File: config.mk
export PLATFORM = sky130hd
export DESIGN_NAME = running_gcd_aggregate_top
export DESIGN_NICKNAME = d
export VERILOG_FILES = /design/src/design/rgcd_pkg.sv /design/src/design/running_gcd_aggregate_top.sv /design/src/design/rgcd_core.sv
export SDC_FILE = /design/constraint.sdc
export NUM_CORES = 1
export LEC_CHECK = 0
export ABC_AREA = 1
export BUFFER_PORTS_ARGS = -buffer_cell sky130_fd_sc_hd__buf_2
export CAP_MARGIN = 25
export CELL_PAD_IN_SITES_DETAIL_PLACEMENT = 1
export CELL_PAD_IN_SITES_GLOBAL_PLACEMENT = 2
export CORE_ASPECT_RATIO = 1.1
export CORE_MARGIN = 2
export CORE_UTILIZATION = 38
export DETAILED_ROUTE_END_ITERATION = 6
export PLACE_DENSITY = 0.95
export SLEW_MARGIN = 15
export SYNTH_ARGS = -nofsm -noshare
export SYNTH_HDL_FRONTEND = slang
export SYNTH_SLANG_ARGS = --single-unit
File: constraint.sdc
create_clock -name clock -period 12.2 [get_ports clock]
set_input_delay 1.22 -clock clock [delete_from_list [all_inputs] [get_ports clock]]
set_output_delay 1.22 -clock clock [all_outputs]
set_load 0.02 [all_outputs]
File: src/design/rgcd_pkg.sv
// Shared types and constants for the running GCD aggregate.
`timescale 1ns / 1ps
package rgcd_pkg;

   // Width of the ports that carry value bits.
   localparam int PORT_WIDTH  = 64;
   // Number of low value bits that take part in the aggregate.
   localparam int VALUE_WIDTH = 64;
   localparam int SHIFT_WIDTH = $clog2(VALUE_WIDTH);

   localparam logic ACTION_FOLD  = 1'b0;
   localparam logic ACTION_CLEAR = 1'b1;

   typedef enum logic [1:0] {
      TOP_IDLE,
      TOP_WORK,
      TOP_HOLD
   } top_state_type;

   typedef enum logic [1:0] {
      CORE_IDLE,
      CORE_REDUCE,
      CORE_SCALE
   } core_state_type;

   typedef struct packed {
      logic                   done;
      logic [VALUE_WIDTH-1:0] gcd;
   } core_rsp_type;

endpackage

File: src/design/running_gcd_aggregate_top.sv
// Top level of the running GCD aggregate: request handling, aggregate state, result register.
`timescale 1ns / 1ps
// Each request folds one value into a running greatest common divisor, or clears it, and
// returns one response with the current GCD and whether any non-null value was seen. Clear,
// null and first-value requests pass through the hold state into the output register. A value
// folded into an existing aggregate runs through a binary GCD engine that does one shift or
// one 64-bit subtract per cycle. Stripping shared factors of two and reducing the pair
// interleave shifts and subtracts, since every subtract leaves an even operand that must
// then be shifted. Each shared factor of two is restored at the end by one more shift. The
// block takes one request at a time; a new request is accepted while a finished response
// still waits in the output register.
module running_gcd_aggregate_top (
   input  logic                            clock,
   input  logic                            reset,
   input  logic                            csr_write_enable,
   input  logic                            csr_write_data,
   input  logic                            req_valid,
   output logic                            req_stall,
   input  logic                            req_action,
   input  logic [rgcd_pkg::PORT_WIDTH-1:0] req_value,
   input  logic                            req_value_is_null,
   output logic                            rsp_valid,
   input  logic                            rsp_stall,
   output logic [rgcd_pkg::PORT_WIDTH-1:0] rsp_gcd_value,
   output logic                            rsp_has_value
);
   import rgcd_pkg::*;

   top_state_type          state_ff, state_in;
   logic                   signed_ff, signed_in;
   logic                   seen_ff, seen_in;
   logic [VALUE_WIDTH-1:0] div_ff, div_in;
   logic                   rsp_valid_ff, rsp_valid_in;
   logic [PORT_WIDTH-1:0]  rsp_gcd_ff, rsp_gcd_in;
   logic                   rsp_has_ff, rsp_has_in;
   logic [VALUE_WIDTH-1:0] raw_value;
   logic [VALUE_WIDTH-1:0] magnitude;
   logic                   accept;
   logic                   slot_free;
   logic                   load_rsp;
   logic                   core_start;
   core_rsp_type           core_rsp;

   assign raw_value = req_value[VALUE_WIDTH-1:0];
   assign magnitude = (signed_ff && raw_value[VALUE_WIDTH-1]) ? ('0 - raw_value) : raw_value;
   assign accept    = req_valid && (state_ff == TOP_IDLE);
   assign slot_free = !rsp_valid_ff || !rsp_stall;

   rgcd_core u_core (
      .clock     (clock),
      .reset     (reset),
      .start     (core_start),
      .operand_a (div_ff),
      .operand_b (magnitude),
      .core_rsp  (core_rsp)
   );

   always_ff @(posedge clock) begin
      if (reset) begin
         state_ff     <= TOP_IDLE;
         signed_ff    <= 1'b0;
         seen_ff      <= 1'b0;
         div_ff       <= '0;
         rsp_valid_ff <= 1'b0;
      end else begin
         state_ff     <= state_in;
         signed_ff    <= signed_in;
         seen_ff      <= seen_in;
         div_ff       <= div_in;
         rsp_valid_ff <= rsp_valid_in;
      end
      rsp_gcd_ff <= rsp_gcd_in;
      rsp_has_ff <= rsp_has_in;
   end

   always_comb begin
      state_in   = state_ff;
      seen_in    = seen_ff;
      div_in     = div_ff;
      core_start = 1'b0;
      load_rsp   = 1'b0;
      case (state_ff)
         TOP_IDLE: begin
            if (accept) begin
               state_in = TOP_HOLD;
               if (req_action == ACTION_CLEAR) begin
                  seen_in = 1'b0;
                  div_in  = '0;
               end else if (!req_value_is_null) begin
                  if (!seen_ff) begin
                     seen_in = 1'b1;
                     div_in  = magnitude;
                  end else begin
                     // The core samples the magnitude now; requests stay stalled until the block is idle again.
                     core_start = 1'b1;
                     state_in   = TOP_WORK;
                  end
               end
            end
         end
         TOP_WORK: begin
            if (core_rsp.done) begin
               div_in   = core_rsp.gcd;
               state_in = TOP_HOLD;
            end
         end
         TOP_HOLD: begin
            if (slot_free) begin
               load_rsp = 1'b1;
               state_in = TOP_IDLE;
            end
         end
         default: begin
            state_in = TOP_IDLE;
         end
      endcase
   end

   // Requests are stalled whenever the block is not idle; the core samples its operands on the start cycle itself.
   assign req_stall = (state_ff != TOP_IDLE);

   always_comb begin
      signed_in = csr_write_enable ? csr_write_data : signed_ff;
   end

   always_comb begin
      rsp_gcd_in   = rsp_gcd_ff;
      rsp_has_in   = rsp_has_ff;
      rsp_valid_in = rsp_valid_ff && rsp_stall;
      if (load_rsp) begin
         rsp_valid_in = 1'b1;
         rsp_has_in   = seen_ff;
         rsp_gcd_in   = seen_ff ? PORT_WIDTH'(div_ff) : '0;
      end
   end

   assign rsp_valid     = rsp_valid_ff;
   assign rsp_gcd_value = rsp_gcd_ff;
   assign rsp_has_value = rsp_has_ff;

endmodule

File: src/design/rgcd_core.sv
// Iterative binary GCD engine with one shared shift and subtract step.
`timescale 1ns / 1ps
module rgcd_core (
   input  logic                            clock,
   input  logic                            reset,
   input  logic                            start,
   input  logic [rgcd_pkg::VALUE_WIDTH-1:0] operand_a,
   input  logic [rgcd_pkg::VALUE_WIDTH-1:0] operand_b,
   output rgcd_pkg::core_rsp_type          core_rsp
);
   import rgcd_pkg::*;

   core_state_type         state_ff, state_in;
   logic [VALUE_WIDTH-1:0] a_ff, a_in;
   logic [VALUE_WIDTH-1:0] b_ff, b_in;
   logic [SHIFT_WIDTH-1:0] k_ff, k_in;
   logic [VALUE_WIDTH:0]   diff_ab;
   logic [VALUE_WIDTH-1:0] diff_ba;
   logic                   done;

   assign diff_ab = {1'b0, a_ff} - {1'b0, b_ff};
   assign diff_ba = b_ff - a_ff;

   always_ff @(posedge clock) begin
      if (reset) begin
         state_ff <= CORE_IDLE;
      end else begin
         state_ff <= state_in;
      end
      a_ff <= a_in;
      b_ff <= b_in;
      k_ff <= k_in;
   end

   always_comb begin
      state_in = state_ff;
      a_in     = a_ff;
      b_in     = b_ff;
      k_in     = k_ff;
      done     = 1'b0;
      case (state_ff)
         CORE_IDLE: begin
            if (start) begin
               a_in     = operand_a;
               b_in     = operand_b;
               k_in     = '0;
               state_in = CORE_REDUCE;
            end
         end
         CORE_REDUCE: begin
            if (a_ff == '0 || b_ff == '0) begin
               a_in     = a_ff | b_ff;
               state_in = CORE_SCALE;
            end else if (!a_ff[0] && !b_ff[0]) begin
               // Common factors of two are counted and restored at the end.
               a_in = a_ff >> 1;
               b_in = b_ff >> 1;
               k_in = k_ff + SHIFT_WIDTH'(1);
            end else if (!a_ff[0]) begin
               a_in = a_ff >> 1;
            end else if (!b_ff[0]) begin
               b_in = b_ff >> 1;
            end else if (!diff_ab[VALUE_WIDTH]) begin
               a_in = diff_ab[VALUE_WIDTH-1:0];
            end else begin
               b_in = diff_ba;
            end
         end
         CORE_SCALE: begin
            if (k_ff == '0) begin
               done     = 1'b1;
               state_in = CORE_IDLE;
            end else begin
               a_in = a_ff << 1;
               k_in = k_ff - SHIFT_WIDTH'(1);
            end
         end
         default: begin
            state_in = CORE_IDLE;
         end
      endcase
   end

   assign core_rsp.done = done;
   assign core_rsp.gcd  = a_ff;

endmodule

==> After elaboration in Yosys (flattened, before gate mapping) <==
Cells that the tools add are included.
{ "totals": {"register_bits": 270, "word_cells": 117} }
{ "op_classes": {"eq_ne": 20, "mux": 50, "n_reduce_logical": 28, "addsub": 5, "bitwise": 1} }
{ "op_table": {"columns": ["cell", "count"], "rows": [
  ["$mux W64", 19],
  ["$pmux W64 S2", 2],
  ["$pmux W64 S3", 1],
  ["$logic_not A64 Y1", 2],
  ["$sub A64 B64 Y65", 1],
  ["$or A64 B64 Y64", 1],
  ["$sub A1 B64 Y64 const A", 1],
  ["$sub A64 B64 Y64", 1],
  ["$mux W6", 4],
  ["$reduce_and A5 Y1", 4],
  ["$mux W2", 9],
  ["$pmux W6 S3", 1],
  ["$mux W1", 12],
  ["$ne A2 B2 Y1 const B", 6],
  ["$pmux W2 S3", 2],
  ["$reduce_and A3 Y1", 4],
  ["$ne A5 B5 Y1 const B", 2],
  ["$ne A2 B1 Y1 const B", 4],
  ["$add A6 B1 Y6 const B", 1],
  ["$logic_not A6 Y1", 1],
  ["$ne A3 B3 Y1 const B", 2],
  ["$reduce_bool A2 Y1", 3],
  ["$sub A6 B1 Y6 const B", 1],
  ["$eq A2 B1 Y1 const B", 2],
  ["other kinds (9)", 18]
]} }

==> Longest topological paths before layout <==
{ "depth": {"depth_word": 7, "depth_mapped": 21} }

==> Cells and area by module <==
From an unflattened synthesis, not the netlist that was laid out.
{ "hier_totals": {"hier_cells": 4369, "hier_area_um2": 27387.5} }
{ "by_module_without_submodules": {"columns": ["mod", "area_each_um2", "n_inst", "cells_each", "seq_area_each_um2"], "rows": [
  ["rgcd_core", 19673.9, 1, 3286, 4063.9],
  ["running_gcd_aggregate_top", 7713.6, 1, 1083, 3333.2]
]} }

==> Least setup slack after synthesis <==
Ideal clock, no wire load.
{ "synth_timing": {"path_kind": "input -> register", "start": "in req_valid", "end": "reg u_core.a_ff[10] (enable)", "t_required_ps": 11620, "cell_stages": 7, "path_slack_ps": 5082, "t_arrival_ps": 6538, "cell_sequence": "inv_1 > nor2_1 > inv_1 > nor2_1 > nor2_1 > a211oi_1 > a21boi_0"} }
{ "synth_between": {"elab_chain_len": 5} }
{ "synth_lines": {"columns": ["item", "line", "rtl"], "rows": [
  ["start: declaration", "running_gcd_aggregate_top.sv:17", "input logic req_valid,"],
  ["$logic_and A1 B1 Y1", "running_gcd_aggregate_top.sv:46", "assign accept = req_valid && (state_ff == TOP_IDLE);"],
  ["$mux W1", "running_gcd_aggregate_top.sv:84", "if (accept) begin"],
  ["$mux W1", "running_gcd_aggregate_top.sv:82", "case (state_ff)"],
  ["$ne A2 B2 Y1 (no source line)", null, null],
  ["$reduce_and A5 Y1 (no source line)", null, null],
  ["end signal: assignment", "rgcd_core.sv:30", "a_ff <= a_in;"],
  ["end: declaration", "rgcd_core.sv:14", "logic [VALUE_WIDTH-1:0] a_ff, a_in;"]
]} }
No other way between the ends.
A chain may end at the register's enable or synchronous reset.

==> Worst setup path in the final report <==
{ "layout_timing": {"start": "reg u_core.a_ff[0]", "end": "reg u_core.b_ff[39] (data pin)"} }
{ "layout_between": {"elab_chain_len": 7, "word_cells_on_any_way": 9, "cone_classes": "add/sub (1); mux (6); reduce/logical (2)"} }
{ "layout_lines": {"columns": ["item", "line", "rtl"], "rows": [
  ["$sub A64 B64 Y64", "rgcd_core.sv:22", "assign diff_ba = b_ff - a_ff;"],
  ["$mux W64", "rgcd_core.sv:63", "end else if (!diff_ab[VALUE_WIDTH]) begin"],
  ["$mux W64", "rgcd_core.sv:61", "end else if (!b_ff[0]) begin"],
  ["$mux W64", "rgcd_core.sv:59", "end else if (!a_ff[0]) begin"],
  ["$mux W64 (*)", "rgcd_core.sv:54", "end else if (!a_ff[0] && !b_ff[0]) begin"],
  ["$mux W64 (*)", "rgcd_core.sv:51", "if (a_ff == '0 || b_ff == '0) begin"],
  ["$pmux W64 S2 (*)", "rgcd_core.sv:41", "case (state_ff)"],
  ["net u_core.b_in[39]", "rgcd_core.sv:15", "logic [VALUE_WIDTH-1:0] b_ff, b_in;"],
  ["end signal: assignment", "rgcd_core.sv:31", "b_ff <= b_in;"],
  ["end: declaration", "rgcd_core.sv:15", null]
]} }
The timed path passes the listed nets; every way through them passes the cells marked *. The select of a mux whose other input is x is not followed.

==> results.json <==
{
  "via_per_inst": 5.61,
  "cp_num_cells": 18,
  "num-nets-final": 4493,
  "met3_length_um": 7520,
  "yosys_warnings": 0,
  "cts_resized": 0,
  "critPathRequiredTime_ns": 12.62,
  "drc": 0,
  "synth_area_leaders": "edfxtp_1 (23%), nand2_1 (14%), inv_1 (10%)",
  "ys.flop_type": "edfxtp_1",
  "worst_pin_slew_ns": 1.17,
  "top_layer": "met5",
  "synth_top_family_by_area": "simple AND/OR/NAND/NOR gates",
  "synth-seq-cells": 270,
  "muxShareOfSynthArea_pct": 0,
  "ys_seq_area_share_pct": 28.0,
  "place_congestion": 1.09,
  "setup_tns_ns": 0,
  "crit_type": "reg2reg",
  "crit_top_cell": "nand2_1",
  "port_buffers": 138,
  "period_needed_ns": 4.44,
  "cpMaxStageDelayCell": "buf_4",
  "synth_edf_count": 199,
  "htreeDepth": 1,
  "crit_family": "simple AND/OR/NAND/NOR gates",
  "die-height_um": 281,
  "start_util_pct": 38.3,
  "syn_nets": 4421,
  "outcome": "completed",
  "finalSetupViolations": 0,
  "antenna_found_initial": 2,
  "hold_buffers": 0,
  "die_w_um": 255,
  "rsz0062_at_grt": "false",
  "r2r_cells": 18,
  "fmax_mhz": 225,
  "crit_chain": "inv_1 -> ha_1 -> inv_1 -> fa_1 -> nand2_1 -> nand2_2 -> nand2_1 -> nand2_1 -> nand2_1 -> nand2_1 -> nand2_1 -> nand2_2 -> nand2_2 -> nand2_4 -> nor2_4 -> buf_4 -> nand3_1 -> a21oi_1",
  "synthXorXnorAreaFrac_pct": 4.57,
  "synth_compound_area_share_pct": 17.7,
  "wl_met1_um": 50000,
  "drt-total-wl_um": 131000,
  "cts.sinks": 270,
  "wire_per_inst_um": 25.4,
  "coreArea_um2": 69000,
  "cts_tree": "yes",
  "synth.top_cell.area_share_pct": 22.6,
  "drtIter0Drc": 2592,
  "overflow": 0,
  "synthTopCellsByCount": "nand2_1 (986), inv_1 (715), a21oi_1 (511), nor2_1 (502), o21ai_0 (263)",
  "clk_pin_slew_ns": 0.07,
  "syn_area_per_cell_um2": 6.38,
  "die_area_um2": 71700,
  "grt_pass1_vias": 29300,
  "vias": 29000,
  "synth_top_cell_by_area": "edfxtp_1",
  "synth.most_common_cell": "nand2_1",
  "numCtsBuffers": 29,
  "maxCapViolations": 0,
  "hold_path.class": "reg2reg",
  "endpoint_kind": "flop",
  "path_max_fanout": 57,
  "grt_max_degree": 69,
  "grt_pass1_wl_um": 189000,
  "met2_length_um": 62000,
  "antenna_left": 0,
  "async_flop_share_pct": 0,
  "root_buffer": "clkbuf_16",
  "maxSlewHeadroom_pct": 21.5,
  "holdPathStages": 2,
  "skew_ns": 0.0166,
  "syn_to_final_growth_pct": 9.68,
  "slowest_delay_ns": 0.67,
  "start_kind": "flop",
  "post-route-period-util_pct": 36.4,
  "clk_latency_ns": 0.58,
  "drv_slew": 0,
  "first_pass_iters": 5,
  "synthAdderAreaFrac_pct": 9.69,
  "ios": 139,
  "layout-drive-gt1-share_pct": 6.60,
  "syn-cell-area_um2": 26400,
  "place_hpwl_um": 107000,
  "track_usage_pct": 35.4,
  "post_cts_buffers": 0,
  "cts_buffer_depth": 3,
  "path_buf_inv": 3,
  "hold_viol_final": 0,
  "cp_data_arrival_time_ns": 4.86,
  "synth.distinct_cells": 49,
  "synth_simple_gate_area_share_pct": 27.7,
  "rows": 101,
  "synthCells": 4146
}
## per-layer routing
| layer | up-vias | global-route usage [%] |
|---|---|---|
| li1 | 13400 | - |
| met1 | 14000 | 41.2 |
| met2 | 1179 | 60.2 |
| met3 | 415 | 3.66 |
| met4 | 2 | 27.2 |
| met5 | - | 0 |
## cells in the final DEF (no fill, tap or decap), types with 24 or more instances in the layout
| cell | Yosys | final |
|---|---|---|
| nand4_1 | 50 | 50 |
| buf_2 | 11 | 138 |
| dfxtp_1 | 71 | 70 |
| nand3_1 | 153 | 152 |
| clkbuf_16 | 0 | 30 |
| edfxtp_1 | 199 | 199 |
| nand2_1 | 986 | 984 |
| inv_1 | 715 | 711 |
| a21oi_1 | 511 | 511 |
| nor2_1 | 502 | 498 |
| xor2_1 | 130 | 130 |
| ha_1 | 200 | 197 |
| nor3_1 | 33 | 33 |
| o21ai_0 | 263 | 263 |
| o211ai_1 | 24 | 24 |
## stage by stage
step / std cells / util (%) / hold slack [ns] / worst slack (ns) / cell area [um^2]
5_1_grt: 5167 / 42.0 / 0.529 / 7.50 / 29000
2_1_floorplan: 4146 / - / 0.428 / 5.08 / 26400
4_1_cts: 5167 / 42.0 / 0.501 / 7.84 / 29000
3_5_place_dp: 5114 / 40.6 / 0.492 / 7.88 / 28000
3_3_place_gp: 5113 / 40.6 / 0.478 / 7.50 / 28000
6_report: 5168 / 42.0 / 0.499 / 7.76 / 29000
## cells by family (layout without fill, tap and decap cells)
group                      Yosys count  count (layout)
and+or+nand+nor                   1795            1795
AOI/OAI and AO/OA                  888             888
buffers and inverters              852             946
DFF                                270             270
adders and majority gates          203             203
xor gates and xnor gates           138             138
other                                0               1
## sequential cells by signal, indices dropped and copies added, names as in the netlist
signal	cells
rsp_gcd_value	64
rsp_has_value	1
u_core.b_ff	64
signed_ff	1
rsp_valid	1
u_core.state_ff	2
seen_ff	1
u_core.a_ff	64
u_core.k_ff	6
div_ff	64
state_ff	2
## layout make-up
cell class	count	area (um^2)
inverter	731	2740
fill	9309	40000
sequential	270	7400
timing repair buffer	162	891
tap	927	1160
antenna	1	2.50
multi-input combinational	3024	15800
clock buffer	39	825
clock inverter	14	126
## worst paths after layout
kind	startpoint	to	slack, ns
min reg2reg	rsp_valid$_SDFF_PP0_	rsp_valid$_SDFF_PP0_	0.50
max reg2reg	u_core.a_ff[0]$_DFFE_PP_	u_core.b_ff[39]$_DFFE_PP_	7.76
min	rsp_valid$_SDFF_PP0_	rsp_valid$_SDFF_PP0_	0.50
max	u_core.a_ff[0]$_DFFE_PP_	u_core.b_ff[39]$_DFFE_PP_	7.76
## worst reg2reg max path, stage by stage (launching register included)
cell,delay [ns]
edfxtp_1,0.50
inv_1,0.18
ha_1,0.21
inv_1,0.10
fa_1,0.54
nand2_1,0.15
nand2_2,0.14
nand2_1,0.09
nand2_1,0.16
nand2_1,0.10
nand2_1,0.13
nand2_1,0.11
nand2_2,0.10
nand2_2,0.10
nand2_4,0.12
nor2_4,0.15
buf_4,0.67
nand3_1,0.52
a21oi_1,0.23
Power is left out: the tool's default activity adds up to more than one toggle a clock period on the data nets, which glitch-free logic cannot reach.
